--- config.mk ---
export PLATFORM = sky130hd
export DESIGN_NAME = hall_rotor_angle_estimator_flat
export DESIGN_NICKNAME = d
export VERILOG_FILES = /design/src/hw/rtl/hrae_pkg.sv /design/src/hw/rtl/hrae_if.sv /design/src/hw/rtl/hall_rotor_angle_estimator.sv /design/src/flat_wrapper.sv
export SDC_FILE = /design/constraint.sdc
export NUM_CORES = 2
export LEC_CHECK = 0
export BUFFER_PORTS_ARGS = -buffer_cell sky130_fd_sc_hd__buf_2
export CORE_MARGIN = 2
export CORE_UTILIZATION = 30
export CTS_BUF_LIST = sky130_fd_sc_hd__clkbuf_2
export DETAILED_ROUTE_END_ITERATION = 6
export PLACE_DENSITY = 0.51
export SKIP_CTS_REPAIR_TIMING = 1
export SLEW_MARGIN = 15
export SYNTH_ARGS = -nofsm -noshare
export SYNTH_HDL_FRONTEND = slang
export SYNTH_SLANG_ARGS = --single-unit
--- constraint.sdc ---
create_clock -name i_clk -period 9 [get_ports i_clk]
set_input_delay 0.9 -clock i_clk [delete_from_list [all_inputs] [get_ports i_clk]]
set_output_delay 0.9 -clock i_clk [all_outputs]
set_load 0.005 [all_outputs]
--- src/hw/rtl/hrae_pkg.sv ---
// Shared types, constants and lookup functions for the hall rotor angle estimator.
`default_nettype none

package hrae_pkg;

    localparam int unsigned CODE_W    = 3;
    localparam int unsigned SPEED_W   = 16;
    localparam int unsigned ELAPSED_W = 20;
    localparam int unsigned ANGLE_W   = 15;
    localparam int unsigned SECTOR_W  = 3;
    localparam int unsigned AVG_W     = 24;
    localparam int unsigned INV_W     = 16;

    // shared multiplier datapath
    localparam int unsigned REM_W  = 26;
    localparam int unsigned QUO_W  = 17;
    localparam int unsigned PROD_W = 43;
    localparam int unsigned SCL_W  = 47;
    localparam int unsigned MUL_W  = 27;
    localparam int unsigned MULP_W = 54;

    localparam int unsigned AVG_DIVISOR     = 150;
    localparam int unsigned US_PER_SEC      = 1000000;
    localparam int unsigned OFF_Q_BITS      = 12;

    // /150 as multiply by ceil(2^32/150), exact for dividends below 2^24
    localparam int unsigned AVG_RECIP_SHIFT = 32;
    localparam logic [MUL_W-1:0] AVG_RECIP =
        MUL_W'(((64'd1 << AVG_RECIP_SHIFT) + 64'(AVG_DIVISOR) - 64'd1) / 64'(AVG_DIVISOR));

    // /1e6 as >>6 then multiply by ceil(2^40/15625), exact for 26-bit dividends
    localparam int unsigned OFF_PRE_SHIFT   = 6;
    localparam int unsigned OFF_DIVISOR     = US_PER_SEC >> OFF_PRE_SHIFT;
    localparam int unsigned OFF_RECIP_SHIFT = 40;
    localparam logic [MUL_W-1:0] OFF_RECIP =
        MUL_W'(((64'd1 << OFF_RECIP_SHIFT) + 64'(OFF_DIVISOR) - 64'd1) / 64'(OFF_DIVISOR));

    localparam logic [ANGLE_W-1:0] SECTOR_SPAN = ANGLE_W'(3840);
    // offset clamps once the scaled product reaches (span + 1) * 1e6
    localparam logic [SCL_W-1:0]   CLAMP_LIMIT = SCL_W'(64'd3841000000);

    localparam logic [INV_W-1:0] INV_MAX = '1;

    localparam logic [CODE_W-1:0] CODE_S0 = 3'b100;
    localparam logic [CODE_W-1:0] CODE_S1 = 3'b110;
    localparam logic [CODE_W-1:0] CODE_S2 = 3'b010;
    localparam logic [CODE_W-1:0] CODE_S3 = 3'b011;
    localparam logic [CODE_W-1:0] CODE_S4 = 3'b001;
    localparam logic [CODE_W-1:0] CODE_S5 = 3'b101;

    typedef struct packed {
        logic                ok;
        logic [SECTOR_W-1:0] idx;
    } t_sector_info;

    function automatic t_sector_info code_to_sector(input logic [CODE_W-1:0] code);
        t_sector_info s;
        s.ok  = 1'b1;
        s.idx = '0;
        case (code)
            CODE_S0: s.idx = 3'd0;
            CODE_S1: s.idx = 3'd1;
            CODE_S2: s.idx = 3'd2;
            CODE_S3: s.idx = 3'd3;
            CODE_S4: s.idx = 3'd4;
            CODE_S5: s.idx = 3'd5;
            default: s.ok  = 1'b0;
        endcase
        return s;
    endfunction

    function automatic logic [ANGLE_W-1:0] sector_base(input logic [SECTOR_W-1:0] idx);
        logic [ANGLE_W-1:0] b;
        case (idx)
            3'd0:    b = ANGLE_W'(0);
            3'd1:    b = SECTOR_SPAN;
            3'd2:    b = ANGLE_W'(7680);
            3'd3:    b = ANGLE_W'(11520);
            3'd4:    b = ANGLE_W'(15360);
            3'd5:    b = ANGLE_W'(19200);
            default: b = ANGLE_W'(0);
        endcase
        return b;
    endfunction

endpackage

`default_nettype wire

--- src/hw/rtl/hrae_if.sv ---
// Valid/ready channel interfaces for the hall sample input and the angle result.
`default_nettype none

interface hrae_in_if;
    logic                                 valid;
    logic                                 ready;
    logic [hrae_pkg::CODE_W-1:0]          hall_code;
    logic signed [hrae_pkg::SPEED_W-1:0]  speed_sample;
    logic [hrae_pkg::ELAPSED_W-1:0]       elapsed_us;

    modport source (output valid, output hall_code, output speed_sample, output elapsed_us,
                    input ready);
    modport sink   (input valid, input hall_code, input speed_sample, input elapsed_us,
                    output ready);
endinterface

interface hrae_out_if;
    logic                                valid;
    logic                                ready;
    logic [hrae_pkg::ANGLE_W-1:0]        angle;
    logic                                code_valid;
    logic [hrae_pkg::SECTOR_W-1:0]       sector;
    logic signed [hrae_pkg::AVG_W-1:0]   average_speed;
    logic [hrae_pkg::INV_W-1:0]          invalid_total;

    modport source (output valid, output angle, output code_valid, output sector,
                    output average_speed, output invalid_total, input ready);
    modport sink   (input valid, input angle, input code_valid, input sector,
                    input average_speed, input invalid_total, output ready);
endinterface

`default_nettype wire

--- src/hw/rtl/hall_rotor_angle_estimator.sv ---
// Hall rotor angle estimator: running speed average and in-sector angle interpolation.
// Sequence: a valid code steps through DIVA, UPD, MUL, SCALE, DIVB (skipped when the offset
//   clamps), BASE and FIN; an invalid code goes straight to FIN. FIN waits for a free output
//   register. One item at a time: ready only in idle. One shared 27x27 multiplier does both
//   reciprocal divisions and avg*elapsed.
// Synchronous active-low reset clears average, invalid count, held angle and sector.
`default_nettype none

module hall_rotor_angle_estimator (
    input  wire         i_clk,
    input  wire         i_rst_n,
    hrae_in_if.sink     i_in,
    hrae_out_if.source  o_out
);

    typedef enum logic [2:0] {
        ST_IDLE,
        ST_DIVA,   // (sample*256 - avg) / 150 by reciprocal
        ST_UPD,    // fold quotient into the average
        ST_MUL,    // avg * elapsed
        ST_SCALE,  // *15, clamp check, pre-shift by 64
        ST_DIVB,   // / 15625 by reciprocal
        ST_BASE,   // sector base + offset
        ST_FIN     // hand over to output register
    } t_state;

    t_state r_state;

    // held state
    logic signed [hrae_pkg::AVG_W-1:0]  r_avg;
    logic [hrae_pkg::INV_W-1:0]         r_inv;
    logic [hrae_pkg::ANGLE_W-1:0]       r_angle;
    logic [hrae_pkg::SECTOR_W-1:0]      r_sector;
    logic                               r_code_ok;

    // working registers
    logic [hrae_pkg::ELAPSED_W-1:0]     r_elapsed;
    logic [hrae_pkg::REM_W-1:0]         r_rem;
    logic [hrae_pkg::QUO_W-1:0]         r_quo;
    logic                               r_neg;
    logic [hrae_pkg::PROD_W-1:0]        r_prod;

    // output register
    logic                               r_ov;
    logic [hrae_pkg::ANGLE_W-1:0]       r_o_angle;
    logic                               r_o_code_ok;
    logic [hrae_pkg::SECTOR_W-1:0]      r_o_sector;
    logic signed [hrae_pkg::AVG_W-1:0]  r_o_avg;
    logic [hrae_pkg::INV_W-1:0]         r_o_inv;

    hrae_pkg::t_sector_info             w_sec;
    logic signed [hrae_pkg::AVG_W:0]    w_diff;
    logic [hrae_pkg::AVG_W:0]           w_mag;
    logic [hrae_pkg::MUL_W-1:0]         w_mul_a;
    logic [hrae_pkg::MUL_W-1:0]         w_mul_b;
    logic [hrae_pkg::MULP_W-1:0]        w_mul;
    logic signed [hrae_pkg::QUO_W:0]    w_q_s;
    logic signed [hrae_pkg::AVG_W:0]    w_avg_sum;
    logic [hrae_pkg::SCL_W-1:0]         w_prod15;
    logic [hrae_pkg::AVG_W-2:0]         w_avg_pos;
    logic                               w_in_beat;
    logic                               w_out_free;

    assign w_in_beat  = i_in.valid && i_in.ready;
    assign w_out_free = !r_ov || o_out.ready;

    assign w_sec  = hrae_pkg::code_to_sector(i_in.hall_code);

    // sample*256 - avg; magnitude fits 24 bits, sign kept for the quotient
    assign w_diff = $signed({i_in.speed_sample[hrae_pkg::SPEED_W-1], i_in.speed_sample, 8'b0})
                  - $signed({r_avg[hrae_pkg::AVG_W-1], r_avg});
    assign w_mag  = w_diff[hrae_pkg::AVG_W] ? (hrae_pkg::AVG_W + 1)'(-w_diff)
                                            : (hrae_pkg::AVG_W + 1)'(w_diff);

    // shared multiplier, operands picked by the sequencer
    always_comb begin
        case (r_state)
            ST_MUL: begin
                w_mul_a = hrae_pkg::MUL_W'(w_avg_pos);
                w_mul_b = hrae_pkg::MUL_W'(r_elapsed);
            end
            ST_DIVB: begin
                w_mul_a = hrae_pkg::MUL_W'(r_rem);
                w_mul_b = hrae_pkg::OFF_RECIP;
            end
            default: begin
                w_mul_a = hrae_pkg::MUL_W'(r_rem);
                w_mul_b = hrae_pkg::AVG_RECIP;
            end
        endcase
    end

    assign w_mul = w_mul_a * w_mul_b;

    // quotient truncates toward zero: apply sign to the magnitude quotient
    assign w_q_s     = r_neg ? -$signed({1'b0, r_quo}) : $signed({1'b0, r_quo});
    assign w_avg_sum = $signed({r_avg[hrae_pkg::AVG_W-1], r_avg})
                     + (hrae_pkg::AVG_W + 1)'(w_q_s);

    // non-positive average gives zero offset after the clamp
    assign w_avg_pos = r_avg[hrae_pkg::AVG_W-1] ? '0 : r_avg[hrae_pkg::AVG_W-2:0];

    // x15 as x16 - x1
    assign w_prod15 = {r_prod, 4'b0} - {4'b0, r_prod};

    assign i_in.ready          = (r_state == ST_IDLE);
    assign o_out.valid         = r_ov;
    assign o_out.angle         = r_o_angle;
    assign o_out.code_valid    = r_o_code_ok;
    assign o_out.sector        = r_o_sector;
    assign o_out.average_speed = r_o_avg;
    assign o_out.invalid_total = r_o_inv;

    always_ff @(posedge i_clk) begin
        if (!i_rst_n) begin
            r_state   <= ST_IDLE;
            r_avg     <= '0;
            r_inv     <= '0;
            r_angle   <= '0;
            r_sector  <= '0;
            r_code_ok <= 1'b0;
            r_ov      <= 1'b0;
        end else begin
            // ST_FIN reloads the output register itself
            if (r_ov && o_out.ready && r_state != ST_FIN) begin
                r_ov <= 1'b0;
            end

            case (r_state)
                ST_IDLE: begin
                    if (w_in_beat) begin
                        r_code_ok <= w_sec.ok;
                        r_elapsed <= i_in.elapsed_us;
                        if (w_sec.ok) begin
                            r_sector <= w_sec.idx;
                            r_neg    <= w_diff[hrae_pkg::AVG_W];
                            r_rem    <= hrae_pkg::REM_W'(w_mag[hrae_pkg::AVG_W-1:0]);
                            r_state  <= ST_DIVA;
                        end else begin
                            if (r_inv != hrae_pkg::INV_MAX) begin
                                r_inv <= r_inv + 1'b1;
                            end
                            r_state <= ST_FIN;
                        end
                    end
                end

                ST_DIVA: begin
                    r_quo   <= w_mul[hrae_pkg::AVG_RECIP_SHIFT +: hrae_pkg::QUO_W];
                    r_state <= ST_UPD;
                end

                ST_UPD: begin
                    r_avg   <= w_avg_sum[hrae_pkg::AVG_W-1:0];
                    r_state <= ST_MUL;
                end

                ST_MUL: begin
                    r_prod  <= w_mul[hrae_pkg::PROD_W-1:0];
                    r_state <= ST_SCALE;
                end

                ST_SCALE: begin
                    if (w_prod15 >= hrae_pkg::CLAMP_LIMIT) begin
                        r_quo   <= hrae_pkg::QUO_W'(hrae_pkg::SECTOR_SPAN);
                        r_state <= ST_BASE;
                    end else begin
                        // below the clamp the product fits 32 bits
                        r_rem   <= w_prod15[hrae_pkg::OFF_PRE_SHIFT +: hrae_pkg::REM_W];
                        r_state <= ST_DIVB;
                    end
                end

                ST_DIVB: begin
                    r_quo   <= hrae_pkg::QUO_W'(
                                   w_mul[hrae_pkg::OFF_RECIP_SHIFT +: hrae_pkg::OFF_Q_BITS]);
                    r_state <= ST_BASE;
                end

                ST_BASE: begin
                    r_angle <= hrae_pkg::sector_base(r_sector)
                             + hrae_pkg::ANGLE_W'(r_quo[hrae_pkg::OFF_Q_BITS-1:0]);
                    r_state <= ST_FIN;
                end

                ST_FIN: begin
                    if (w_out_free) begin
                        r_ov        <= 1'b1;
                        r_o_angle   <= r_angle;
                        r_o_code_ok <= r_code_ok;
                        r_o_sector  <= r_sector;
                        r_o_avg     <= r_avg;
                        r_o_inv     <= r_inv;
                        r_state     <= ST_IDLE;
                    end
                end

                default: begin
                    r_state <= ST_IDLE;
                end
            endcase
        end
    end

endmodule

`default_nettype wire
--- src/flat_wrapper.sv ---
// flat-port wrapper written by rule: the top's interface ports become plain ports
module hall_rotor_angle_estimator_flat 
  (i_clk, i_rst_n, i_in_valid, i_in_hall_code, i_in_speed_sample, i_in_elapsed_us, i_in_ready, o_out_valid, o_out_angle, o_out_code_valid, o_out_sector, o_out_average_speed, o_out_invalid_total, o_out_ready);
  hrae_in_if i_in_i ();
  hrae_out_if o_out_i ();
  input  wire i_clk;
  input  wire i_rst_n;
  input wire logic [$bits(i_in_i.valid)-1:0] i_in_valid;
  input wire logic [$bits(i_in_i.hall_code)-1:0] i_in_hall_code;
  input wire logic [$bits(i_in_i.speed_sample)-1:0] i_in_speed_sample;
  input wire logic [$bits(i_in_i.elapsed_us)-1:0] i_in_elapsed_us;
  output wire logic [$bits(i_in_i.ready)-1:0] i_in_ready;
  output wire logic [$bits(o_out_i.valid)-1:0] o_out_valid;
  output wire logic [$bits(o_out_i.angle)-1:0] o_out_angle;
  output wire logic [$bits(o_out_i.code_valid)-1:0] o_out_code_valid;
  output wire logic [$bits(o_out_i.sector)-1:0] o_out_sector;
  output wire logic [$bits(o_out_i.average_speed)-1:0] o_out_average_speed;
  output wire logic [$bits(o_out_i.invalid_total)-1:0] o_out_invalid_total;
  input wire logic [$bits(o_out_i.ready)-1:0] o_out_ready;
  assign i_in_i.valid = i_in_valid;
  assign i_in_i.hall_code = i_in_hall_code;
  assign i_in_i.speed_sample = i_in_speed_sample;
  assign i_in_i.elapsed_us = i_in_elapsed_us;
  assign i_in_ready = i_in_i.ready;
  assign o_out_valid = o_out_i.valid;
  assign o_out_angle = o_out_i.angle;
  assign o_out_code_valid = o_out_i.code_valid;
  assign o_out_sector = o_out_i.sector;
  assign o_out_average_speed = o_out_i.average_speed;
  assign o_out_invalid_total = o_out_i.invalid_total;
  assign o_out_i.ready = o_out_ready;
  hall_rotor_angle_estimator u_core (.i_clk(i_clk), .i_rst_n(i_rst_n), .i_in(i_in_i), .o_out(o_out_i));
endmodule
=== Word level (Yosys, flattened, before mapping) ===
Cells that the tools add are included.

* Memories kept: 0
* Output and inout bits: 61
* Latch bits: 0
* Logic and storage cells: 95
* Bits in read-only memories: 0
* Bits of input ports: 43
* RAM bits: 0
* Bits in registers: 229

* Magnitude comparators: 1
* $add $sub $neg: 7
* Bitwise logic cells: 1
* Eq/ne operators: 25
* Mux-type cells: 24
* Multipliers: 1
* Divide/modulo/power cells: 0
* Shifts and indexed selects: 0
* Reductions and logical operators: 19

{| class="wikitable"
|+ Operator list
! operator !! number
|-
| $mux 26 || 4
|-
| $pmux 15 s5 || 1
|-
| $pmux 27 s2 || 1
|-
| $mul 26x27->52 || 1
|-
| $pmux 26 s2 || 1
|-
| $pmux 17 s3 || 1
|-
| $ge 47x32->1 const B || 1
|-
| $sub 47x43->47 || 1
|-
| $mux 15 || 2
|-
| $eq 3x3->1 const B || 9
|-
| $sub 24x24->25 || 1
|-
| $add 24x18->24 || 1
|-
| $mux 24 || 1
|-
| $neg 24->24 || 1
|-
| $pmux 3 s8 || 1
|-
| $mux 23 || 1
|-
| $eq 3x2->1 const B || 6
|-
| $mux 18 || 1
|-
| $neg 17->18 || 1
|-
| $mux 17 || 1
|-
| $add 16x1->16 const B || 1
|-
| $ne 16x16->1 const B || 1
|-
| $add 15x12->15 || 1
|-
| $pmux 3 s5 || 1
|-
| other kinds (19) || 37
|}

=== Longest topological paths before layout ===
* Depth after elaboration: 6
* Gate-level depth with buffers: 35
* Depth with buffers taken out: 32

=== Least setup slack after synthesis ===
No wires, ideal clock.

* Path kind: reg2reg
* Start: reg u_core.r_state[0]
* End: reg u_core.r_quo[3] (netlist bit) (data pin)
* Arrival: 8.273 ns
* Library setup time: 0.256 ns
* Cell stages (with the launch flop): 33
* Path buffers: 3
* Path slack: 0.471 ns
* Period minus slack after synthesis: 8.529 ns
* Data required time: 8.744 ns
* Cells stage by stage: dfxtp_1 > clkbuf_1 > nand2_1 > or2_2 > clkbuf_1 > and2_1 > a21oi_1 > clkbuf_1 > nor2_1 > fa_1 > fa_1 > inv_1 > fa_1 > inv_1 > fa_1 > inv_1 > fa_1 > inv_1 > fa_1 > inv_1 > fa_1 > inv_1 > ha_1 > nand4_1 > or3_1 > o211ai_1 > o221ai_1 > a2111oi_0 > o211ai_1 > nand2_1 > a21oi_1 > xnor2_1 > a22o_1

* Word-level cells in the longest chain between the ends: 4
* Elaborated cells on any way between the ends: 8
* Classes of those cells: mul: 1; eq/ne: 4; mux: 3

{| class="wikitable"
|+ RTL lines
! element !! RTL line !! text
|-
| start, declared || hall_rotor_angle_estimator.sv:27 || <nowiki>t_state r_state;</nowiki>
|-
| start signal, assigned || hall_rotor_angle_estimator.sv:116 || <nowiki>r_state <= ST_IDLE;</nowiki>
|-
| start signal, assigned || hall_rotor_angle_estimator.sv:138 || <nowiki>r_state <= ST_DIVA;</nowiki>
|-
| start signal, assigned || hall_rotor_angle_estimator.sv:143 || <nowiki>r_state <= ST_FIN;</nowiki>
|-
| $eq 3x3->1 / $eq 3x2->1 (equally long branches) || hall_rotor_angle_estimator.sv:77, hall_rotor_angle_estimator.sv:129 ||
|-
| $pmux 27 s2 / $mux 26 (equally long branches) || hall_rotor_angle_estimator.sv:77 || <nowiki>case (r_state)</nowiki>
|-
| $mul 26x27->52 || hall_rotor_angle_estimator.sv:93 || <nowiki>assign w_mul = w_mul_a * w_mul_b;</nowiki>
|-
| $pmux 17 s3 * || hall_rotor_angle_estimator.sv:129 || <nowiki>case (r_state)</nowiki>
|-
| end signal, assigned || hall_rotor_angle_estimator.sv:149 || <nowiki>r_quo <= w_mul[hrae_pkg::AVG_RECIP_SHIFT +: hrae_pkg::QUO_W];</nowiki>
|-
| end signal, assigned || hall_rotor_angle_estimator.sv:165 || <nowiki>r_quo <= hrae_pkg::QUO_W'(hrae_pkg::SECTOR_SPAN);</nowiki>
|-
| end signal, assigned || hall_rotor_angle_estimator.sv:175 || <nowiki>r_quo <= hrae_pkg::QUO_W'(</nowiki>
|-
| end, declared || hall_rotor_angle_estimator.sv:39 || <nowiki>logic [hrae_pkg::QUO_W-1:0] r_quo;</nowiki>
|}

Every way passes the cells marked *; elsewhere a longest branch is shown, timed or not.
A chain may end at the register's enable or synchronous reset.

=== Worst setup path after layout ===
* Start: reg u_core.r_state[1]
* End: reg u_core.r_quo[8] (netlist bit) (data pin)

The elaborated chain is that of the path after synthesis.

==> metrics.txt <==
max-slew violations 0; Synth Register Bits 229; Die Y 348.0 microns; clock latency on the worst-skew pair 1.28 ns; final hold violation count 0; fmax 0.1148 GHz; root buf cell clkbuf_2; vias in the first global route 29220; Worst-Margin Slew 0.9123 ns; post-synthesis cell count 4010; DP Wirelength 109.6 mm; CTS tree yes; Warnings, synthesis 0; Mapped Avg Cell Area 8.851 sq um; Buf/Inv on CP 6; die area 0.1211 sq mm; Global Route Usage Sum 21.36%; global-route wire length before repair 192.3 mm; starting density of the core 30.14%; Rel. slew slack 38.66%; crit path time final 8.709 ns; H-tree depth 2; placed insts 5698; Area Overhead vs Synth 13.11%; Worst R2R Path Depth 30; arrival time at the worst endpoint 9.69 ns; number of synthesized flops with an enable pin 166; R2R setup slack 0.29 ns; placed inst area 0.03908 sq mm; clock skew 0.2273 ns; RR Startpoint u_core.r_state[1]$_SDFFE_PN0P_; Critical Path Max Stage Delay 0.60 ns; hold path depth 3; vias per cell 4.975; Reg area 0.006247 sq mm; DRC viols 2; Setup Crit Path Kind reg2reg; post-route clock period utilization 96.77%; Filler Cells Inserted 12370; Site Rows 126; Worst Hold Class in2reg; Worst Hold Endpoint u_core.r_sector[2]$_SDFFE_PN0P_; maximum fanout along the worst path 23; crit-path leading delay family adder cells; Post-Layout Cell Count 5842; RePlAce Congestion 0.9577; worst hold start i_in_hall_code[0]; post-synthesis sequential area ratio 17.60%; final hold slack 0.07181 ns; pin count of the biggest net entering global routing 60; clk slew on worst S/H paths 0.10 ns; drt wl/cell 22.10 microns; drt first pass iters 7; DR iter-0 viols 2698; outcome finished with violations; cell mode on critical path fa_1; Core Area 0.1178 sq mm; gr ovfl total 0; proportion of layout cells with a drive suffix above 1 10.93%; Final #Nets 5151; Max Cap Viol 0; reg2reg end u_core.r_quo[8]$_DFFE_PP_; Die Wd 348.0 microns; initial antenna violation count 17; Final Cell Area 0.04014 sq mm; Routed Antenna Nets 0; multi-input logic area 0.02592 sq mm; Post-Route WL 129.1 mm; Setup crit end kind flip-flop; fraction of registers with async set/reset 0%; failing checks design-rule violations; Ports 104; Netlist cell types 77; Clock Sinks 229; final setup violation count 0; Worst path slowest cell fa_1; Crit path depth 30; Mapped Area 0.03549 sq mm; vias 29060; Setup crit start kind flip-flop; TritonCTS buffer count 61; Req. time, crit path 9.98 ns; clk buf depth 3; # port buffers 103; Synth Flop Type edfxtp_1
## per-stage QoR
| step | setup slack (ns) | utilization, % | TNS (ns) |
|---|---|---|---|
| 4_1_cts | -0.2956 | 33.71 | -1.039 |
| 3_5_place_dp | -0.09653 | 33.18 | -0.2523 |
| 5_1_grt | -0.01801 | 34.09 | -0.01801 |
| 3_3_place_gp | 0.06376 | 33.18 | 0 |
| 6_report | 0.2908 | 34.09 | 0 |
| 2_1_floorplan | 0.4705 | - | 0 |
## cells in the mapped netlist (12+ instances only)
| cell | count | area [sq um] |
|---|---|---|
| a31oi_1 | 23 | 143.9 |
| and2_1 | 48 | 300.3 |
| nand2_1 | 470 | 1764 |
| nand3_1 | 41 | 205.2 |
| inv_1 | 777 | 2917 |
| o31ai_1 | 18 | 135.1 |
| nor3_1 | 34 | 170.2 |
| edfxtp_1 | 166 | 4985 |
| ha_1 | 309 | 3866 |
| clkbuf_1 | 155 | 581.8 |
| nor2b_1 | 15 | 93.84 |
| o211ai_1 | 12 | 90.09 |
| xnor2_1 | 106 | 928.4 |
| a211oi_1 | 18 | 135.1 |
| and3_1 | 94 | 588.1 |
| a21o_1 | 79 | 593.1 |
| xor2_1 | 59 | 516.8 |
| nand4_1 | 34 | 212.7 |
| nand2b_1 | 22 | 137.6 |
| or3_1 | 22 | 137.6 |
| o21a_1 | 26 | 195.2 |
| fa_1 | 548 | 10970 |
| o21ai_0 | 105 | 525.5 |
| nor2_1 | 343 | 1287 |
| dfxtp_1 | 63 | 1261 |
| a21oi_1 | 218 | 1091 |
| o21bai_1 | 19 | 142.6 |
## worst max-delay path by stage
stage / from / to / slack (ns)
final: u_core.r_state[1]$_SDFFE_PN0P_ / u_core.r_quo[8]$_DFFE_PP_ / 0.29
after global placement: u_core.r_state[2]$_SDFFE_PN0P_ / u_core.r_quo[8]$_DFFE_PP_ / 0.06
after global routing: u_core.r_state[1]$_SDFFE_PN0P_ / u_core.r_quo[8]$_DFFE_PP_ / -0.02
after floorplan: u_core.r_state[0]$_SDFFE_PN0P_ / u_core.r_quo[3]$_DFFE_PP_ / 0.47
after CTS: u_core.r_state[1]$_SDFFE_PN0P_ / u_core.r_prod[39]$_DFFE_PP_ / -0.30
after detailed placement: u_core.r_state[1]$_SDFFE_PN0P_ / u_core.r_quo[7]$_DFFE_PP_ / -0.1
## worst min-delay path: stages
cell     delay (ns)
buf_2          0.17
a22oi_1        0.11
nor2_1         0.08
## layout make-up
class                   instances  share of cell area, %
diodes                          5                0.03117
clock buffers                  95                  1.184
clock inverters                18                 0.3709
inverters                     779                  7.284
multi-input cells            2851                  64.58
flip-flops and latches        229                  15.56
well taps                    1536                  4.787
repair buffers                329                  6.202
## flip-flops by register name (all words and copies together) (netlist names)
| name | count |
|---|---|
| u_core.r_elapsed | 20 |
| u_core.o_out.sector | 3 |
| u_core.r_avg | 24 |
| u_core.r_angle | 15 |
| u_core.o_out.code_valid | 1 |
| u_core.r_prod | 43 |
| u_core.r_state | 3 |
| u_core.r_neg | 1 |
| u_core.r_rem | 26 |
| u_core.r_inv | 16 |
| u_core.o_out.valid | 1 |
| u_core.r_sector | 3 |
| u_core.o_out.invalid_total | 16 |
| u_core.o_out.angle | 15 |
| u_core.r_quo | 17 |
| u_core.r_code_ok | 1 |
| u_core.o_out.average_speed | 24 |
## logic make-up after synthesis
logic type	Yosys count	synth area share (%)
xor+xnor	165	4.072
other cells	2	0.02116
buf+inv	940	9.945
simple gates	1189	15.27
compound gates	617	10.98
fa+ha+maj	857	41.80
mux	11	0.3102
flops	229	17.60
## layer usage
metal | routed length [microns] | global-route usage, % | vias to the layer above
met5 | 7 | 0 | -
met1 | 59240 | 31.29 | 14490
li1 | - | - | 13370
met3 | 9982 | 3.762 | 147
met2 | 57000 | 32.69 | 1056
met4 | 2890 | 4.735 | 2
## placed cells by master (no fill, tap or decap), types with 10 or more instances in the layout
master and count:
inv_1 777, fa_1 546, nand2_1 466, nor2_1 340
ha_1 309, a21oi_1 211, buf_4 183, edfxtp_1 166
xnor2_1 106, buf_2 103, o21ai_0 100, clkbuf_2 95
and3_1 93, a21o_1 73, dfxtp_1 62, xor2_1 58
and2_1 47, nand3_1 41, nand4_1 34, nor3_1 34
o21a_1 26, dlygate4sd3_1 23, or3_1 22, nand2b_1 22
a31oi_1 22, o21bai_1 19, o31ai_1 18, a211oi_1 17
buf_12 15, nor2b_1 14, o21ai_1 12, o211ai_1 12
conb_1 12, or2_2 11, mux2i_1 11, a211o_1 10
Power is left out: the tool's default activity adds up to more than one toggle a clock period on the data nets, which glitch-free logic cannot reach.
